$ cat src/sv/gjd_pkg.sv
// Shared types, constants and table functions for the Gregorian to Jalali date converter.
package gjd_pkg;

    localparam logic [18:0] DAY_OFFSET      = 19'd355666;
    localparam logic [13:0] BLOCK33_DAYS    = 14'd12053;
    localparam logic [10:0] BLOCK4_DAYS     = 11'd1461;
    localparam logic [8:0]  YEAR_DAYS       = 9'd365;
    localparam logic [10:0] YEAR_BASE_NEG   = 11'd1595;
    localparam logic [8:0]  FIRST_HALF_DAYS = 9'd186;

    // floor(x * RECIP >> SHIFT) == floor(x / divisor) over the operand ranges used here
    localparam logic [12:0] RECIP100      = 13'd5243;
    localparam int          RECIP100_SHIFT = 19;
    localparam logic [22:0] RECIP33       = 23'd5701442;
    localparam int          RECIP33_SHIFT  = 36;
    localparam logic [13:0] RECIP4        = 14'd11484;
    localparam int          RECIP4_SHIFT   = 24;

    typedef struct packed {
        logic valid;
        logic ok;
    } ctl_t;

    // Gregorian month start, day of year, zero based; month 1..12
    function automatic logic [8:0] greg_month_start(input logic [3:0] m);
        logic [8:0] s;
        case (m)
            4'd1:    s = 9'd0;
            4'd2:    s = 9'd31;
            4'd3:    s = 9'd59;
            4'd4:    s = 9'd90;
            4'd5:    s = 9'd120;
            4'd6:    s = 9'd151;
            4'd7:    s = 9'd181;
            4'd8:    s = 9'd212;
            4'd9:    s = 9'd243;
            4'd10:   s = 9'd273;
            4'd11:   s = 9'd304;
            4'd12:   s = 9'd334;
            default: s = 9'd0;
        endcase
        return s;
    endfunction

    // Jalali month start, day of year, zero based; month 1..12
    function automatic logic [8:0] jal_month_start(input logic [3:0] m);
        logic [8:0] s;
        case (m)
            4'd1:    s = 9'd0;
            4'd2:    s = 9'd31;
            4'd3:    s = 9'd62;
            4'd4:    s = 9'd93;
            4'd5:    s = 9'd124;
            4'd6:    s = 9'd155;
            4'd7:    s = 9'd186;
            4'd8:    s = 9'd216;
            4'd9:    s = 9'd246;
            4'd10:   s = 9'd276;
            4'd11:   s = 9'd306;
            4'd12:   s = 9'd336;
            default: s = 9'd0;
        endcase
        return s;
    endfunction

endpackage

$ cat src/sv/gjd_day_count.sv
// Two pipeline stages forming the absolute day count from a Gregorian date.
module gjd_day_count (
    input  logic                clk,
    input  logic                rst_n,
    input  logic                in_valid,
    input  logic [13:0]         greg_year,
    input  logic [3:0]          greg_month,
    input  logic [4:0]          greg_day,
    output gjd_pkg::ctl_t       ctl_out,
    output logic [22:0]         days
);

    // stage 1
    gjd_pkg::ctl_t ctl1_reg, ctl1_next;
    logic [27:0]   p100_reg, p100_next;
    logic [27:0]   p400_reg, p400_next;
    logic [22:0]   gy365_reg, gy365_next;
    logic [12:0]   q4_reg, q4_next;
    logic [8:0]    base_reg, base_next;
    logic [14:0]   gy2;
    logic [14:0]   gy2_p3;

    // stage 2
    gjd_pkg::ctl_t ctl2_reg;
    logic [22:0]   days_reg, days_next;
    logic [23:0]   sum;

    always_comb
    begin
        ctl1_next.valid = in_valid;
        ctl1_next.ok    = (greg_month >= 4'd1) && (greg_month <= 4'd12) && (greg_day != 5'd0);
        gy2       = {1'b0, greg_year} + 15'(greg_month > 4'd2);
        gy2_p3    = gy2 + 15'd3;
        q4_next   = gy2_p3[14:2];
        p100_next = 28'(gy2 + 15'd99) * 28'(gjd_pkg::RECIP100);
        p400_next = 28'(gy2 + 15'd399) * 28'(gjd_pkg::RECIP100);
        gy365_next = 23'(greg_year) * 23'(gjd_pkg::YEAR_DAYS);
        base_next  = 9'(greg_day) + gjd_pkg::greg_month_start(greg_month);
    end

    always_comb
    begin
        sum = 24'(gjd_pkg::DAY_OFFSET) + 24'(gy365_reg) + 24'(q4_reg)
            - 24'(p100_reg[27:gjd_pkg::RECIP100_SHIFT])
            + 24'(p400_reg[27:gjd_pkg::RECIP100_SHIFT + 2])
            + 24'(base_reg);
        days_next = sum[22:0];
    end

    always_ff @(posedge clk or negedge rst_n)
    begin
        if (!rst_n)
        begin
            ctl1_reg <= '0;
            ctl2_reg <= '0;
        end
        else
        begin
            ctl1_reg <= ctl1_next;
            ctl2_reg <= ctl1_reg;
        end
    end

    always_ff @(posedge clk)
    begin
        p100_reg  <= p100_next;
        p400_reg  <= p400_next;
        gy365_reg <= gy365_next;
        q4_reg    <= q4_next;
        base_reg  <= base_next;
        days_reg  <= days_next;
    end

    assign ctl_out = ctl2_reg;
    assign days    = days_reg;

endmodule

$ cat src/sv/gjd_cycle_split.sv
// Four pipeline stages splitting the day count into 33-year and 4-year blocks.
module gjd_cycle_split (
    input  logic           clk,
    input  logic           rst_n,
    input  gjd_pkg::ctl_t  ctl_in,
    input  logic [22:0]    days,
    output gjd_pkg::ctl_t  ctl_out,
    output logic [9:0]     q33,
    output logic [3:0]     q4,
    output logic [10:0]    rem4
);

    gjd_pkg::ctl_t ctl3_reg, ctl4_reg, ctl5_reg, ctl6_reg;

    // stage 3: reciprocal product for /12053
    logic [45:0] prod33_reg, prod33_next;
    logic [22:0] days3_reg;

    // stage 4: quotient and remainder
    logic [9:0]  q33_4_reg, q33_4_next;
    logic [13:0] r33_reg, r33_next;
    logic [23:0] back33;

    // stage 5: reciprocal product for /1461
    logic [27:0] prod4_reg, prod4_next;
    logic [13:0] r33_5_reg;
    logic [9:0]  q33_5_reg;

    // stage 6
    logic [9:0]  q33_6_reg;
    logic [3:0]  q4_reg, q4_next;
    logic [10:0] r4_reg, r4_next;
    logic [13:0] back4;

    always_comb
    begin
        prod33_next = 46'(days) * 46'(gjd_pkg::RECIP33);
        q33_4_next  = prod33_reg[45:gjd_pkg::RECIP33_SHIFT];
        back33      = 24'(q33_4_next) * 24'(gjd_pkg::BLOCK33_DAYS);
        r33_next    = 14'(24'(days3_reg) - back33);
        prod4_next  = 28'(r33_reg) * 28'(gjd_pkg::RECIP4);
        q4_next     = prod4_reg[27:gjd_pkg::RECIP4_SHIFT];
        back4       = 14'(q4_next) * 14'(gjd_pkg::BLOCK4_DAYS);
        r4_next     = 11'(r33_5_reg - back4);
    end

    always_ff @(posedge clk or negedge rst_n)
    begin
        if (!rst_n)
        begin
            ctl3_reg <= '0;
            ctl4_reg <= '0;
            ctl5_reg <= '0;
            ctl6_reg <= '0;
        end
        else
        begin
            ctl3_reg <= ctl_in;
            ctl4_reg <= ctl3_reg;
            ctl5_reg <= ctl4_reg;
            ctl6_reg <= ctl5_reg;
        end
    end

    always_ff @(posedge clk)
    begin
        prod33_reg <= prod33_next;
        days3_reg  <= days;
        q33_4_reg  <= q33_4_next;
        r33_reg    <= r33_next;
        prod4_reg  <= prod4_next;
        r33_5_reg  <= r33_reg;
        q33_5_reg  <= q33_4_reg;
        q33_6_reg  <= q33_5_reg;
        q4_reg     <= q4_next;
        r4_reg     <= r4_next;
    end

    assign ctl_out = ctl6_reg;
    assign q33     = q33_6_reg;
    assign q4      = q4_reg;
    assign rem4    = r4_reg;

endmodule

$ cat src/sv/gjd_year_month.sv
// Two pipeline stages forming Jalali year, day of year, month and day; output registers.
module gjd_year_month (
    input  logic           clk,
    input  logic           rst_n,
    input  gjd_pkg::ctl_t  ctl_in,
    input  logic [9:0]     q33,
    input  logic [3:0]     q4,
    input  logic [10:0]    rem4,
    output logic           done,
    output logic [14:0]    jal_year,
    output logic [3:0]     jal_month,
    output logic [4:0]     jal_day,
    output logic [8:0]     jal_day_of_year,
    output logic           input_ok
);

    // stage 7
    gjd_pkg::ctl_t ctl7_reg;
    logic [15:0]   jy_reg, jy_next;
    logic [8:0]    doy_reg, doy_next;
    logic [10:0]   t;
    logic [1:0]    yrs;
    logic [15:0]   acc;

    // stage 8
    logic          done_reg;
    logic          ok_reg, ok_next;
    logic [14:0]   year_reg, year_next;
    logic [3:0]    month_reg, month_next;
    logic [4:0]    day_reg, day_next;
    logic [8:0]    doy8_reg, doy8_next;
    logic [3:0]    m;
    logic [8:0]    mstart;

    always_comb
    begin
        t = rem4 - 11'd1;
        if (rem4 <= 11'(gjd_pkg::YEAR_DAYS))
        begin
            yrs      = 2'd0;
            doy_next = rem4[8:0];
        end
        else
        begin
            if (t >= 11'd1095)
                yrs = 2'd3;
            else if (t >= 11'd730)
                yrs = 2'd2;
            else if (t >= 11'd365)
                yrs = 2'd1;
            else
                yrs = 2'd0;
            doy_next = 9'(t - 11'(yrs) * 11'(gjd_pkg::YEAR_DAYS));
        end
        acc     = 16'(q33) * 16'd33 + {10'd0, q4, 2'b00} + 16'(yrs);
        jy_next = acc - 16'(gjd_pkg::YEAR_BASE_NEG);
    end

    always_comb
    begin
        m = 4'd1;
        for (int i = 2; i <= 12; i++)
        begin
            if (doy_reg >= gjd_pkg::jal_month_start(4'(i)))
                m = 4'(i);
        end
        mstart = gjd_pkg::jal_month_start(m);
        ok_next = ctl7_reg.ok;
        if (ctl7_reg.ok)
        begin
            year_next  = jy_reg[14:0];
            month_next = m;
            day_next   = 5'(doy_reg - mstart + 9'd1);
            doy8_next  = doy_reg;
        end
        else
        begin
            year_next  = '0;
            month_next = '0;
            day_next   = '0;
            doy8_next  = '0;
        end
    end

    always_ff @(posedge clk or negedge rst_n)
    begin
        if (!rst_n)
        begin
            ctl7_reg <= '0;
            done_reg <= 1'b0;
        end
        else
        begin
            ctl7_reg <= ctl_in;
            done_reg <= ctl7_reg.valid;
        end
    end

    always_ff @(posedge clk)
    begin
        jy_reg    <= jy_next;
        doy_reg   <= doy_next;
        ok_reg    <= ok_next;
        year_reg  <= year_next;
        month_reg <= month_next;
        day_reg   <= day_next;
        doy8_reg  <= doy8_next;
    end

    assign done            = done_reg;
    assign jal_year        = year_reg;
    assign jal_month       = month_reg;
    assign jal_day         = day_reg;
    assign jal_day_of_year = doy8_reg;
    assign input_ok        = ok_reg;

endmodule

$ cat src/sv/gregorian_to_jalali_date.sv
// Top level of the pipelined Gregorian to Jalali date converter.
//
//  channel   | handshake      | fields
//  ----------+----------------+----------------------------------------------------
//  request   | start / busy   | greg_year, greg_month, greg_day
//  result    | done (strobe)  | jal_year, jal_month, jal_day, jal_day_of_year, input_ok
//
// Eight register stages; a request enters every cycle and its result strobes
// on done after the day count, cycle split and year/month stages.
// busy is always low. Reset clears only the control bits and done;
// the pipe is empty after reset.
// The receiver cannot stall; results are shown for one cycle.
module gregorian_to_jalali_date (
    input  logic         clk,
    input  logic         rst_n,
    input  logic         start,
    output logic         busy,
    input  logic [13:0]  greg_year,
    input  logic [3:0]   greg_month,
    input  logic [4:0]   greg_day,
    output logic         done,
    output logic [14:0]  jal_year,
    output logic [3:0]   jal_month,
    output logic [4:0]   jal_day,
    output logic [8:0]   jal_day_of_year,
    output logic         input_ok
);

    gjd_pkg::ctl_t ctl_a;
    gjd_pkg::ctl_t ctl_b;
    logic [22:0]   days;
    logic [9:0]    q33;
    logic [3:0]    q4;
    logic [10:0]   rem4;

    assign busy = 1'b0;

    gjd_day_count u_day_count (
        .clk        (clk),
        .rst_n      (rst_n),
        .in_valid   (start & ~busy),
        .greg_year  (greg_year),
        .greg_month (greg_month),
        .greg_day   (greg_day),
        .ctl_out    (ctl_a),
        .days       (days)
    );

    gjd_cycle_split u_cycle_split (
        .clk     (clk),
        .rst_n   (rst_n),
        .ctl_in  (ctl_a),
        .days    (days),
        .ctl_out (ctl_b),
        .q33     (q33),
        .q4      (q4),
        .rem4    (rem4)
    );

    gjd_year_month u_year_month (
        .clk             (clk),
        .rst_n           (rst_n),
        .ctl_in          (ctl_b),
        .q33             (q33),
        .q4              (q4),
        .rem4            (rem4),
        .done            (done),
        .jal_year        (jal_year),
        .jal_month       (jal_month),
        .jal_day         (jal_day),
        .jal_day_of_year (jal_day_of_year),
        .input_ok        (input_ok)
    );

endmodule

$ cat config.mk
export PLATFORM = sky130hd
export DESIGN_NAME = gregorian_to_jalali_date
export DESIGN_NICKNAME = d
export VERILOG_FILES = /design/src/sv/gjd_pkg.sv /design/src/sv/gjd_day_count.sv /design/src/sv/gjd_cycle_split.sv /design/src/sv/gjd_year_month.sv /design/src/sv/gregorian_to_jalali_date.sv
export SDC_FILE = /design/constraint.sdc
export NUM_CORES = 2
export LEC_CHECK = 0
export BUFFER_PORTS_ARGS = -buffer_cell sky130_fd_sc_hd__clkbuf_2
export CORE_ASPECT_RATIO = 1.4
export CORE_MARGIN = 4
export CORE_UTILIZATION = 60
export DETAILED_ROUTE_END_ITERATION = 6
export PLACE_DENSITY = 0.81
export SYNTH_ARGS = -nofsm -noshare
export SYNTH_HDL_FRONTEND = slang
export SYNTH_SLANG_ARGS = --single-unit
$ cat constraint.sdc
create_clock -name clk -period 8.36 [get_ports clk]
set_input_delay 0.418 -clock clk [delete_from_list [all_inputs] [get_ports clk]]
set_output_delay 0.418 -clock clk [all_outputs]
set_load 0.02 [all_outputs]
==> reports/qor.yml <==
post_cts_buffers: 0
synthXorXnorAreaFrac: 0.05552
grt.total_usage: 0.2377
drt-total-wl_um: 70240
avgSynthCellArea_um2: 9.976
run_status: "completed"
maxCapViolCount: 0
cp.required_ns: 8.85
clk_pin_slew_ns: 0.06
critPathLaunchType: "input pin"
grt_pass1_wl_um: 122400
synth_edf_count: 0
dr.pass1.iters: 5
critical_path_class: "in -> reg"
antenna_found_initial: 0
fin_crit_ns: 7.734
detail_route.iter0.violations: 1030
drc: 0
ys_seq_area_frac: 0.1460
setup_tns_ns: 0
avgRoutedWirePerCell_um: 15.80
antennaDiodeCount: 0
cts_root_buffer: "clkbuf_16"
grt_max_degree: 27
vias: 23440
cp_slowest_stage_delay_ns: 0.56
rsz0062_at_grt: "false"
io_buffers: 60
antenna_left: 0
synth_compound_area_frac: 0.06141
place_congestion: 0.9114
synthAdderAreaFrac: 0.5656
fin_skew_ns: 0.03186
synth_cells: 3556
avgViaCountPerCell: 5.274
first_global_vias: 26360
fill_cells: 4473
die_y_um: 295.7
dieArea_mm2: 0.06313
synth_area_mm2: 0.03547
gr-total-overflow: 0
ys.flop_type: "dfxtp_1"
dp_hpwl_um: 61550
hold_path_class: "in -> reg"
io_pins: 62
ys_warn_count: 0
cts-htree-levels: 1
synth_mux_area_frac: 0.004762
cp_top_family: "adder cells"
numCtsBuffers: 28
clk_latency_ns: 0.58
period_share: 0.9251
synth_cell_types: 78
start_util: 0.6054
drive_gt1_frac: 0.04870
synth_top_family_by_area: "adder cells"
synth-simple-area-share: 0.05241
cts_tree: "done"
die_w_um: 213.5
synth-seq-cells: 255
final_nets: 4982
async_flop_share: 0.05882
drv_slew: 0
coreArea_mm2: 0.05859
cts_sinks: 255
cp_max_fo: 6
hold_viol: 0
slowest_stage: "fa_1"
worst-path-buf-inv: 5
cp_common_cell: "ha_1"
clockBufferDepth: 3
mostFrequentLayoutCells: "inv_1, ha_1, fa_1"
fmax_mhz: 129.3
num_rows: 105
final_common_cell: "inv_1"
slew_headroom: 0.4404
finalSetupViolCount: 0
crit_path_end_kind: "flip-flop"
fin_util: 0.6467
cp.arrival_ns: 8.22
tightest_slew_ns: 0.8182
syn_to_final_growth_pct: 6.814
==> path summary, 6_finish.rpt <==
kind	start	endpoint	slack (ns)	depth (start not counted)
setup / recovery	greg_month[0]	u_day_count.p400_reg[27]$_DFF_P_	0.63	32
max in group asynchronous	rst_n	u_day_count.ctl_out[0]$_DFF_PN0_	7.68	2
min in group asynchronous	rst_n	u_cycle_split.ctl4_reg[1]$_DFF_PN0_	0.36	2
setup reg to reg	u_day_count.days[13]$_DFF_P_	u_cycle_split.prod33_reg[45]$_DFF_P_	1.22	22
hold reg to reg	u_cycle_split.ctl5_reg[0]$_DFF_PN0_	u_cycle_split.ctl_out[0]$_DFF_PN0_	0.32	0
hold / removal	greg_year[0]	u_day_count.gy365_reg[0]$_DFF_P_	0.07	1
==> per-stage QoR <==
stage               cell area, µm²  std cells  hold slack, ns  worst slack, ns
floorplan                    35520       3569          0.1224           0.6185
global placement             36920       4391          0.3104           0.2849
detailed placement           36920       4391          0.3121           0.1242
CTS                          37890       4445         0.05579           0.6875
global route                 37890       4445         0.06197           0.2391
finish                       37890       4445         0.07240           0.6258
==> layout make-up <==
type / instances / area [µm²] / area share
Clock buffer: 36 / 780.7 / 0.02060
Timing Repair Buffer: 94 / 560.5 / 0.01479
Tap cell: 749 / 937.1 / 0.02473
Multi-Input combinational cell: 2239 / 26300 / 0.6940
Clock inverter: 16 / 172.7 / 0.004557
Sequential cell: 255 / 5180 / 0.1367
Inverter: 1056 / 3964 / 0.1046
==> worst register-to-register path: cells and delay by family, from the launching register on <==
family | cells | cell delay, ns
fa+ha+maj | 8 | 3.75
compound gates | 5 | 1.24
flops | 1 | 0.79
simple gates | 3 | 0.76
buf+inv | 5 | 0.39
xor+xnor | 1 | 0.14
==> cells by family after synthesis <==
| kind of cell | count (synthesis) |
|---|---|
| adder cells (fa/ha/maj) | 1282 |
| other | 2 |
| XOR/XNOR | 218 |
| buffers and inverters | 1075 |
| flip-flops | 255 |
| AND/OR/NAND/NOR | 369 |
| AO/OA/AOI/OAI | 340 |
| multiplexers | 15 |
==> routing by layer <==
metal,global-route usage,share of wire,vias to the layer above
met4,0.09230,0.049,0
met3,0.02317,0.032,235
met2,0.4574,0.54,497
met1,0.2681,0.38,11480
li1,-,-,11230
met5,0,0,-
==> Yosys cell counts, drive strengths merged (12+ instances only) <==
library cell     n  share of area
inv           1055           0.11
ha             746           0.26
fa             536           0.30
dfxtp          240           0.14
xnor2          152          0.039
nor2           106          0.011
a21oi          104          0.015
nand2           80         0.0085
xor2            66          0.017
o21ai           64         0.0090
a21o            41         0.0087
and2            35         0.0063
o21a            32         0.0068
nor3            30         0.0044
nand3           19         0.0027
nor2b           16         0.0028
clkbuf          15         0.0016
dfrtp           15          0.011
o21bai          14         0.0030
nand2b          13         0.0023
and3            12         0.0022
==> what timing repair did <==
action / CTS / global route
gates resized for setup: 0 / 0
endpoints found under the setup margin: 0 / 0
endpoints found under the hold margin: 16 / 0
hold buffers: 2 / 0
Power is not shown: default switching activity piles up to over one toggle a cycle in this logic, so the estimate is an artifact.
